`src/rtl/core/tfd_pkg.sv`:
```
`timescale 1ns / 1ps
// ----------------------------------------------------------------------------
// tfd_pkg: shared types and constants for the TPKT frame delimiter
// Byte classes, sequencer states, result beat layout and queue sizing.
// ----------------------------------------------------------------------------
package tfd_pkg;

	localparam logic [7:0]  SYNC_BYTE   = 8'h03;
	localparam logic [7:0]  SYNC_NEXT   = 8'h00;
	localparam logic [15:0] HEADER_LEN  = 16'd4;
	localparam logic [15:0] DEFAULT_MAX = 16'd8192;

	// result queue: two slots are reserved per processed byte
	localparam int Q_DEPTH = 4;
	localparam int Q_AW    = $clog2(Q_DEPTH);
	localparam int Q_CW    = $clog2(Q_DEPTH + 1);

	typedef enum logic [2:0] {
		CLS_DISCARD = 3'd0,
		CLS_START   = 3'd1,
		CLS_BODY    = 3'd2,
		CLS_END     = 3'd3,
		CLS_ABORT   = 3'd4
	} byte_class_t;

	typedef enum logic [5:0] {
		PH_START = 6'b000001,
		PH_HUNT  = 6'b000010,
		PH_HDR1  = 6'b000100,
		PH_LENHI = 6'b001000,
		PH_LENLO = 6'b010000,
		PH_BODY  = 6'b100000
	} phase_t;

	typedef struct packed {
		logic [7:0]  out_byte;
		byte_class_t byte_class;
		logic [15:0] frame_length;
		logic        last_of_run;
	} result_t;

endpackage

```
`src/rtl/core/tfd_in_if.sv`:
```
`timescale 1ns / 1ps
// ----------------------------------------------------------------------------
// tfd_in_if: raw byte stream channel
// valid/ready handshake carrying one received byte per beat.
// ----------------------------------------------------------------------------
interface tfd_in_if;
	logic       valid;
	logic       ready;
	logic [7:0] data_byte;

	modport source (output valid, output data_byte, input ready);
	modport sink   (input valid, input data_byte, output ready);
endinterface

```
`src/rtl/core/tfd_out_if.sv`:
```
`timescale 1ns / 1ps
// ----------------------------------------------------------------------------
// tfd_out_if: classified byte channel
// valid/ready handshake carrying one tagged byte per beat.
// ----------------------------------------------------------------------------
interface tfd_out_if;
	logic                 valid;
	logic                 ready;
	logic [7:0]           out_byte;
	tfd_pkg::byte_class_t byte_class;
	logic [15:0]          frame_length;
	logic                 last_of_run;

	modport source (output valid, output out_byte, output byte_class,
		output frame_length, output last_of_run, input ready);
	modport sink   (input valid, input out_byte, input byte_class,
		input frame_length, input last_of_run, output ready);
endinterface

```
`src/rtl/core/tpkt_frame_delimiter.sv`:
```
`timescale 1ns / 1ps
// ----------------------------------------------------------------------------
// tpkt_frame_delimiter: TPKT (RFC 1006) frame delimiter
// Tags each received byte as discarded, frame start, body, frame end or
// aborted, and reports the header length of the frame it belongs to.
// ----------------------------------------------------------------------------
// Usage: feed raw transport bytes on "raw", one per beat; every byte comes
// back on "frames" tagged with its class, plus the frame length once both
// header length bytes are seen. A byte is taken every clock as long as the
// result side keeps up. An accepted byte passes through the input register, then
// the result queue, before its first result beat. Most bytes give one
// result beat; while hunting for sync a byte can give two (the held 0x03 and
// itself), so such bytes add an extra result beat, absorbed by the four-entry
// result queue. The only loop is the per-byte update of the framing state.
// No clearing pass after reset.
// max_frame_length is written through cfg_we/cfg_wdata; the user must do so only
// while the block is idle, which the block does not enforce; it resets to 8192.
// ----------------------------------------------------------------------------
module tpkt_frame_delimiter (
	input  logic        clk,
	input  logic        arst_n,
	input  logic        cfg_we,
	input  logic [15:0] cfg_wdata,
	tfd_in_if.sink      raw,
	tfd_out_if.source   frames
);

	// --- config ---
	logic [15:0] max_len_q;

	always_ff @(posedge clk or negedge arst_n) begin
		if (!arst_n) begin
			max_len_q <= tfd_pkg::DEFAULT_MAX;
		end else if (cfg_we) begin
			max_len_q <= cfg_wdata;
		end
	end

	// --- input register ---
	logic       valid_s1;
	logic [7:0] byte_s1;
	logic       s1_fire;
	logic       q_room;

	assign raw.ready = !valid_s1 || s1_fire;

	always_ff @(posedge clk or negedge arst_n) begin
		if (!arst_n) begin
			valid_s1 <= 1'b0;
		end else if (raw.ready) begin
			valid_s1 <= raw.valid;
		end
	end

	always_ff @(posedge clk) begin
		if (raw.ready && raw.valid) begin
			byte_s1 <= raw.data_byte;
		end
	end

	// --- framing state ---
	tfd_pkg::phase_t phase_q, phase_d;
	logic            sync_held_q, sync_held_d;
	logic [7:0]      length_high_q, length_high_d;
	logic [15:0]     total_length_q, total_length_d;
	logic [15:0]     byte_count_q, byte_count_d;

	logic [1:0]       n_res;
	tfd_pkg::result_t res0, res1;
	logic [15:0]      hdr_len;
	logic [15:0]      cnt_inc;

	assign hdr_len = {length_high_q, byte_s1};
	assign cnt_inc = byte_count_q + 16'd1;
	assign s1_fire = valid_s1 && q_room;

	always_comb begin
		phase_d        = phase_q;
		sync_held_d    = sync_held_q;
		length_high_d  = length_high_q;
		total_length_d = total_length_q;
		byte_count_d   = byte_count_q;
		n_res          = 2'd0;
		res0           = '{out_byte: byte_s1, byte_class: tfd_pkg::CLS_DISCARD,
			frame_length: 16'd0, last_of_run: 1'b0};
		res1           = '{out_byte: byte_s1, byte_class: tfd_pkg::CLS_DISCARD,
			frame_length: 16'd0, last_of_run: 1'b1};

		unique case (phase_q)
			tfd_pkg::PH_HUNT: begin
				if (sync_held_q) begin
					// held 0x03 always goes out first
					res0.out_byte = tfd_pkg::SYNC_BYTE;
					if (byte_s1 == tfd_pkg::SYNC_NEXT) begin
						res0.byte_class = tfd_pkg::CLS_START;
						res1.byte_class = tfd_pkg::CLS_BODY;
						n_res           = 2'd2;
						sync_held_d     = 1'b0;
						byte_count_d    = 16'd2;
						phase_d         = tfd_pkg::PH_LENHI;
					end else if (byte_s1 == tfd_pkg::SYNC_BYTE) begin
						// new 0x03 replaces the held one
						n_res = 2'd1;
					end else begin
						n_res       = 2'd2;
						sync_held_d = 1'b0;
					end
				end else if (byte_s1 == tfd_pkg::SYNC_BYTE) begin
					sync_held_d = 1'b1;
				end else begin
					n_res = 2'd1;
				end
			end
			tfd_pkg::PH_HDR1: begin
				res0.byte_class = tfd_pkg::CLS_BODY;
				n_res           = 2'd1;
				byte_count_d    = 16'd2;
				phase_d         = tfd_pkg::PH_LENHI;
			end
			tfd_pkg::PH_LENHI: begin
				res0.byte_class = tfd_pkg::CLS_BODY;
				n_res           = 2'd1;
				length_high_d   = byte_s1;
				byte_count_d    = 16'd3;
				phase_d         = tfd_pkg::PH_LENLO;
			end
			tfd_pkg::PH_LENLO: begin
				total_length_d    = hdr_len;
				byte_count_d      = tfd_pkg::HEADER_LEN;
				res0.frame_length = hdr_len;
				n_res             = 2'd1;
				if (hdr_len > max_len_q || hdr_len < tfd_pkg::HEADER_LEN) begin
					res0.byte_class = tfd_pkg::CLS_ABORT;
					sync_held_d     = 1'b0;
					phase_d         = tfd_pkg::PH_HUNT;
				end else if (hdr_len == tfd_pkg::HEADER_LEN) begin
					res0.byte_class = tfd_pkg::CLS_END;
					phase_d         = tfd_pkg::PH_START;
				end else begin
					res0.byte_class = tfd_pkg::CLS_BODY;
					phase_d         = tfd_pkg::PH_BODY;
				end
			end
			tfd_pkg::PH_BODY: begin
				byte_count_d      = cnt_inc;
				res0.frame_length = total_length_q;
				n_res             = 2'd1;
				if (cnt_inc >= total_length_q) begin
					res0.byte_class = tfd_pkg::CLS_END;
					phase_d         = tfd_pkg::PH_START;
				end else begin
					res0.byte_class = tfd_pkg::CLS_BODY;
				end
			end
			default: begin
				// frame boundary; stray codes land here too
				n_res = 2'd1;
				if (byte_s1 == tfd_pkg::SYNC_BYTE) begin
					res0.byte_class = tfd_pkg::CLS_START;
					byte_count_d    = 16'd1;
					phase_d         = tfd_pkg::PH_HDR1;
				end else begin
					sync_held_d = 1'b0;
					phase_d     = tfd_pkg::PH_HUNT;
				end
			end
		endcase

		res0.last_of_run = (n_res == 2'd1);
	end

	always_ff @(posedge clk or negedge arst_n) begin
		if (!arst_n) begin
			phase_q        <= tfd_pkg::PH_START;
			sync_held_q    <= 1'b0;
			length_high_q  <= 8'd0;
			total_length_q <= 16'd0;
			byte_count_q   <= 16'd0;
		end else if (s1_fire) begin
			phase_q        <= phase_d;
			sync_held_q    <= sync_held_d;
			length_high_q  <= length_high_d;
			total_length_q <= total_length_d;
			byte_count_q   <= byte_count_d;
		end
	end

	// --- result queue: up to two writes, one read per cycle ---
	tfd_pkg::result_t            queue_q [tfd_pkg::Q_DEPTH];
	logic [tfd_pkg::Q_AW-1:0]    wr_ptr_q, rd_ptr_q;
	logic [tfd_pkg::Q_CW-1:0]    count_q;
	logic [1:0]                  push_n;
	logic                        pop;

	assign q_room = count_q <= tfd_pkg::Q_CW'(tfd_pkg::Q_DEPTH - 2);
	assign push_n = s1_fire ? n_res : 2'd0;
	assign pop    = frames.valid && frames.ready;

	always_ff @(posedge clk) begin
		if (push_n != 2'd0) begin
			queue_q[wr_ptr_q] <= res0;
		end
		if (push_n == 2'd2) begin
			queue_q[wr_ptr_q + tfd_pkg::Q_AW'(1)] <= res1;
		end
	end

	always_ff @(posedge clk or negedge arst_n) begin
		if (!arst_n) begin
			wr_ptr_q <= '0;
			rd_ptr_q <= '0;
			count_q  <= '0;
		end else begin
			wr_ptr_q <= wr_ptr_q + tfd_pkg::Q_AW'(push_n);
			rd_ptr_q <= rd_ptr_q + tfd_pkg::Q_AW'(pop);
			count_q  <= count_q + tfd_pkg::Q_CW'(push_n) - tfd_pkg::Q_CW'(pop);
		end
	end

	assign frames.valid        = count_q != '0;
	assign frames.out_byte     = queue_q[rd_ptr_q].out_byte;
	assign frames.byte_class   = queue_q[rd_ptr_q].byte_class;
	assign frames.frame_length = queue_q[rd_ptr_q].frame_length;
	assign frames.last_of_run  = queue_q[rd_ptr_q].last_of_run;

endmodule

```
`src/flat_wrapper.sv`:
```
// flat-port wrapper written by rule: the top's interface ports become plain ports
module tpkt_frame_delimiter_flat 
  (clk, arst_n, cfg_we, cfg_wdata, raw_valid, raw_data_byte, raw_ready, frames_valid, frames_out_byte, frames_byte_class, frames_frame_length, frames_last_of_run, frames_ready);
  tfd_in_if raw_i ();
  tfd_out_if frames_i ();
  input  logic clk;
  input  logic arst_n;
  input  logic cfg_we;
  input  logic [15:0] cfg_wdata;
  input wire logic [$bits(raw_i.valid)-1:0] raw_valid;
  input wire logic [$bits(raw_i.data_byte)-1:0] raw_data_byte;
  output wire logic [$bits(raw_i.ready)-1:0] raw_ready;
  output wire logic [$bits(frames_i.valid)-1:0] frames_valid;
  output wire logic [$bits(frames_i.out_byte)-1:0] frames_out_byte;
  output wire logic [$bits(frames_i.byte_class)-1:0] frames_byte_class;
  output wire logic [$bits(frames_i.frame_length)-1:0] frames_frame_length;
  output wire logic [$bits(frames_i.last_of_run)-1:0] frames_last_of_run;
  input wire logic [$bits(frames_i.ready)-1:0] frames_ready;
  assign raw_i.valid = raw_valid;
  assign raw_i.data_byte = raw_data_byte;
  assign raw_ready = raw_i.ready;
  assign frames_valid = frames_i.valid;
  assign frames_out_byte = frames_i.out_byte;
  assign frames_byte_class = frames_i.byte_class;
  assign frames_frame_length = frames_i.frame_length;
  assign frames_last_of_run = frames_i.last_of_run;
  assign frames_i.ready = frames_ready;
  tpkt_frame_delimiter u_core (.clk(clk), .arst_n(arst_n), .cfg_we(cfg_we), .cfg_wdata(cfg_wdata), .raw(raw_i), .frames(frames_i));
endmodule
```
`config.mk`:
```
export PLATFORM = sky130hd
export DESIGN_NAME = tpkt_frame_delimiter_flat
export DESIGN_NICKNAME = d
export VERILOG_FILES = /design/src/rtl/core/tfd_pkg.sv /design/src/rtl/core/tfd_in_if.sv /design/src/rtl/core/tfd_out_if.sv /design/src/rtl/core/tpkt_frame_delimiter.sv /design/src/flat_wrapper.sv
export SDC_FILE = /design/constraint.sdc
export NUM_CORES = 1
export LEC_CHECK = 0
export CAP_MARGIN = 20
export CORE_MARGIN = 2
export CORE_UTILIZATION = 33
export CTS_BUF_LIST = sky130_fd_sc_hd__clkbuf_8
export CTS_CLUSTER_DIAMETER = 120
export DETAILED_ROUTE_END_ITERATION = 12
export DONT_BUFFER_PORTS = 1
export GPL_TIMING_DRIVEN = 0
export MAX_ROUTING_LAYER = met4
export SLEW_MARGIN = 20
export SYNTH_ARGS = -nofsm -noshare
export SYNTH_HDL_FRONTEND = slang
export SYNTH_SLANG_ARGS = --single-unit
```
`constraint.sdc`:
```
create_clock -name clk -period 8.55 [get_ports clk]
set_input_delay 1.71 -clock clk [delete_from_list [all_inputs] [get_ports clk]]
set_output_delay 1.71 -clock clk [all_outputs]
set_load 0.02 [all_outputs]
```
== Yosys cells after proc, flatten, opt, wreduce, memory -nomap -nowiden ==
Memory sizes are Yosys's and may differ from the RTL's.
Index checks and enable logic that the tools add are counted.

* Add/subtract/negate cells: 6
* $lt $le $gt $ge: 4
* Equality and inequality tests: 14
* Muxes and demuxes: 39
* Bitwise operators: 1
* Reduce and logical (&&, ||, !) cells: 17

{| class="wikitable"
|+ Operators with widths
! operator !! number
|-
| $pmux 16 s5 || 1
|-
| $mux 16 || 3
|-
| $pmux 16 s2 || 1
|-
| $mux 6 || 5
|-
| $pmux 6 s5 || 1
|-
| $add 16x1->16 const B || 1
|-
| $eq 16x3->1 const B || 1
|-
| $ge 16x16->1 || 1
|-
| $gt 16x16->1 || 1
|-
| $lt 16x3->1 const B || 1
|-
| $mux 1 || 14
|-
| $mux 2 || 6
|-
| $mux 3 || 4
|-
| $pmux 3 s4 || 1
|-
| $reduce_and 4->1 || 3
|-
| $mux 11 || 1
|-
| $eq 8x2->1 const B || 1
|-
| $logic_not 8->1 || 1
|-
| $mux 8 || 1
|-
| $ne 2x1->1 const B || 4
|-
| $eq 6x2->1 const B || 1
|-
| $eq 6x3->1 const B || 1
|-
| $eq 6x4->1 const B || 1
|-
| $eq 6x5->1 const B || 1
|-
| other kinds (21) || 25
|}

* Flip-flop bits (word level): 79
* RAM bits: 112
* Input bits: 29
* Output and inout port bits: 30
* Word-level logic and storage cells: 93
* Memories kept: 1

{| class="wikitable"
|+ Memories
! memory !! depth !! bits a word !! read ports !! clocked after Yosys merged registers in !! write ports !! line !! text
|-
| u_core.queue_q || 4 || 28 || 1 || 0 || 2 || tpkt_frame_delimiter.sv:189 || <nowiki>tfd_pkg::result_t queue_q [tfd_pkg::Q_DEPTH];</nowiki>
|}

== Depth between registers and ports, before layout ==
* Depth in word-level cells: 9
* Depth in mapped cells: 14
* Mapped depth without buffers: 14

== Worst setup path before layout ==
Ideal clock, no wire load.

* Path type: reg-to-output
* From: register u_core.rd_ptr_q[0] (netlist name)
* To: output frames_byte_class[0]
* Arrival: 2,018 ps
* Data required time: 6,840 ps
* Setup slack: 4,822 ps
* Cell stages (with the launch flop): 5
* Buffers on the path: 3
* Cell sequence: dfrtp_1 clkbuf_1 clkbuf_1 buf_1 mux4_2

* Word-level cells in the longest chain between the ends: 1

{| class="wikitable"
|+ RTL lines
! item !! line !! text
|-
| start, declared || tpkt_frame_delimiter.sv:190 || <nowiki>logic [tfd_pkg::Q_AW-1:0] wr_ptr_q, rd_ptr_q;</nowiki>
|-
| start signal, assigned || tpkt_frame_delimiter.sv:215 || <nowiki>rd_ptr_q <= rd_ptr_q + tfd_pkg::Q_AW'(pop);</nowiki>
|-
| $mem_v2 4x28 || - ||
|-
| end, declared || flat_wrapper.sv:15 || <nowiki>output wire logic [$bits(frames_i.byte_class)-1:0] frames_byte_class;</nowiki>
|}

Every way passes these cells.

== Worst setup path in the final report ==
* From: register u_core.rd_ptr_q[0] (netlist name)
* To: output frames_frame_length[15]

* Word-level cells in the longest chain between the ends: 1

{| class="wikitable"
|+ RTL lines
! item !! line !! text
|-
| $mem_v2 4x28 || - ||
|-
| end, declared || flat_wrapper.sv:16 || <nowiki>output wire logic [$bits(frames_i.frame_length)-1:0] frames_frame_length;</nowiki>
|}

Every way passes these cells.

==> reports/metrics.csv <==
metric,value,unit
maximum clock frequency,205,MHz
layout cells sized above 1,0.143,
Starting DRT DRC Count,463,
Initial Util,0.337,
Startpoint Class,flip-flop,
Post-synth EDFFs,44,
cts repair resizes,0,
ys flop type,dfxtp_1,
io pins,59,
ordered cell list for the critical path,clkbuf_1 -> clkbuf_1 -> buf_1 -> mux4_2,
global placer's final weighted congestion,0.859,
"count leader, synth",nand2_1,
syn_area_per_cell,11.1,sq um
CP max-delay cell,clkbuf_1,
"top cells by area, synth","dfrtp_1 (19%), dfxtp_1 (17%), edfxtp_1 (15%), mux4_2 (6.9%), a22o_1 (6.6%)",
Slew HR,0.392,
final core utilization,0.368,
Synth top area share,0.190,
crit path max fanout,10,
Hold Crit Class,flip-flop to flip-flop,
die width,170,microns
Synth area leader,dfrtp_1,
fin crit share,0.571,
pre-CTS WS,4.10,ns
PD cells,296,mW/mm^2
global route overflow,0,
Synth async-reset ratio,0.372,
CTS tree,done,
setup bufs post-CTS,0,
ANT nets after route,0,
initial antenna violation count,1,
crit end category,output pin,
Vias/cell,5.32,
Final #Nets,904,
Cell Rows,60,
CTS sink cnt,191,
status,completed,
total global-route track usage,0.168,
peak supply drop,0.138,mV
die area,0.0288,sq mm
post-route minimum period,4.88,ns
final hold viol count,0,
DPL Wire Length,16.0,mm
arrival time at the worst endpoint,3.17,ns
leak pwr,3.90,nW
Max stage delay on crit path,0.64,ns
wire per inst,18.9,microns
max_cap viols,0,
Clock Latency Late Sink,0.50,ns
CP required,6.84,ns
Fin Setup TNS,0,ns
core area,0.0270,sq mm
RSZ-0062 raised after global routing,false,
CTS H-tree lvls,4,
Layout area overhead,9.39,%
hold buffers post-CTS,0,
"Slew Viols, Final",0,
total wire length,22.5,mm
hold endpoint,u_core.queue_q[0][17],
first-pass GRT wire length,35.7,mm
Yosys warnings,0,
Worst Reg2Reg Path Length in Cells,13,
most frequent cells after synthesis,"nand2_1 (84), dfxtp_1 (76), dfrtp_1 (69)",
Mapped Area,0.00907,sq mm
vias in the first global route,6201,
Synth Register Bits,191,
Crit path top cell by count,clkbuf_1,
clock-pin slew on the worst setup and hold paths,0.11,ns
flop2flop setup slack,4.42,ns
HP Start,u_core.queue_q[0][17],
crit path kind,flip-flop to output pin,
synthesized instance count,817,
# port buffers,0,
Root Driver,clkbuf_8,
post-synth cell types,59,
FF-to-FF End,u_core.phase_q[4],
diode count,0,
reg-to-reg startpoint,u_core.byte_count_q[0],
Clock Path Buffers,2,
die height,170,microns
worst setup margin,3.67,ns
worst slew pin tran,0.903,ns
worst clock skew,0.0254,ns
Setup-failing EPs final,0,
drt pass-1 iters,5,
syn nets,885,
cts bufs inserted,17,
pin count of the biggest net entering global routing,72,
Worst Hold Path Cells,2,
via count,6336,
"Seq/Total Area, Yosys",0.509,
DRC,0,
==> cells in the final DEF, fill, tap and decap left out, drive strengths merged, types with 5 or more instances in the layout <==
cell type and count:
buf 18, dfrtp 69, a22o 68, inv 55, clkinv 5, nor2 36
a21oi 25, nand2b 6, a211oi 7, nand4 9, nor2b 30, mux4 28
nand2 84, and2 9, ha 38, nor3 10, xnor2 15, o21ai 66
edfxtp 44, clkbuf 44, xor2 8, dfxtp 76, and3 9, nand3 24
mux2 24
==> how the worst max path moves through the flow <==
stage                                   from                 endpoint  slack, ns  depth (start not counted)
final                     u_core.rd_ptr_q[0]  frames_frame_length[15]       3.67                          4
after global placement    u_core.rd_ptr_q[0]  frames_frame_length[15]       4.10                          4
after floorplan           u_core.rd_ptr_q[0]     frames_byte_class[0]       4.82                          4
after detailed placement  u_core.rd_ptr_q[0]  frames_frame_length[15]       4.10                          4
after CTS                 u_core.rd_ptr_q[0]  frames_frame_length[15]       3.54                          4
after global routing      u_core.rd_ptr_q[0]  frames_frame_length[15]       3.41                          4
==> registers in the layout, indices dropped and copies added (netlist names) <==
signal,flops
u_core.valid_s1,1
u_core.byte_count_q,16
u_core.length_high_q,8
u_core.total_length_q,16
u_core.rd_ptr_q,2
u_core.count_q,3
u_core.max_len_q,16
u_core.sync_held_q,1
u_core.wr_ptr_q,2
u_core.phase_q,6
u_core.queue_q,112
u_core.byte_s1,8
==> cells by family (layout without fill, tap and decap cells) <==
group / Yosys count / after routing / synth area share
simple gates: 229 / 229 / 0.126
compound gates: 193 / 193 / 0.147
flops: 191 / 191 / 0.509
buf+inv: 90 / 122 / 0.0418
mux: 52 / 52 / 0.0993
fa+ha+maj: 39 / 39 / 0.0546
xor+xnor: 23 / 23 / 0.0222
==> layout make-up <==
| cell class | instances | area [sq um] |
|---|---|---|
| fillers | 2641 | 17000 |
| flip-flops and latches | 191 | 4620 |
| multi-input cells | 536 | 4080 |
| well taps | 341 | 427 |
| clock buffers | 17 | 234 |
| plain buffers | 45 | 210 |
| clock inverters | 15 | 186 |
| inverters | 45 | 169 |
==> metal layers <==
layer | vias up | track usage | wire (microns)
met3 | 26 | 0.0293 | 950
met2 | 140 | 0.258 | 10400
met1 | 3166 | 0.227 | 10700
li1 | 3004 | - | -
met4 | 0 | 0.0531 | 454
met5 | - | - | 0
==> critical path: cells and delay by family, from the launching register on <==
| kind | cells | cell delay [ns] |
|---|---|---|
| muxes | 1 | 0.52 |
| buffers and inverters | 3 | 1.78 |
| DFF | 1 | 0.37 |
==> power breakdown <==
part	leakage [nW]	total, mW	internal (mW)	switching [mW]
Combinational	1.75	1.06	0.406	0.658
Sequential	1.94	1.25	1.12	0.131
Clock	0.212	0.626	0.230	0.396
==> stage by stage <==
stage	area (sq um)	power, mW	cells	hold slack, ns
final	9930	2.94	1190	0.484
after global routing	9930	3.14	1190	0.504
after CTS	9930	2.97	1190	0.486
after detailed placement	9510	2.34	1158	0.461
after global placement	9500	2.31	1158	0.453
after floorplan	9070	2.03	817	0.433
No activity file was read; power rests on OpenSTA's default activity.
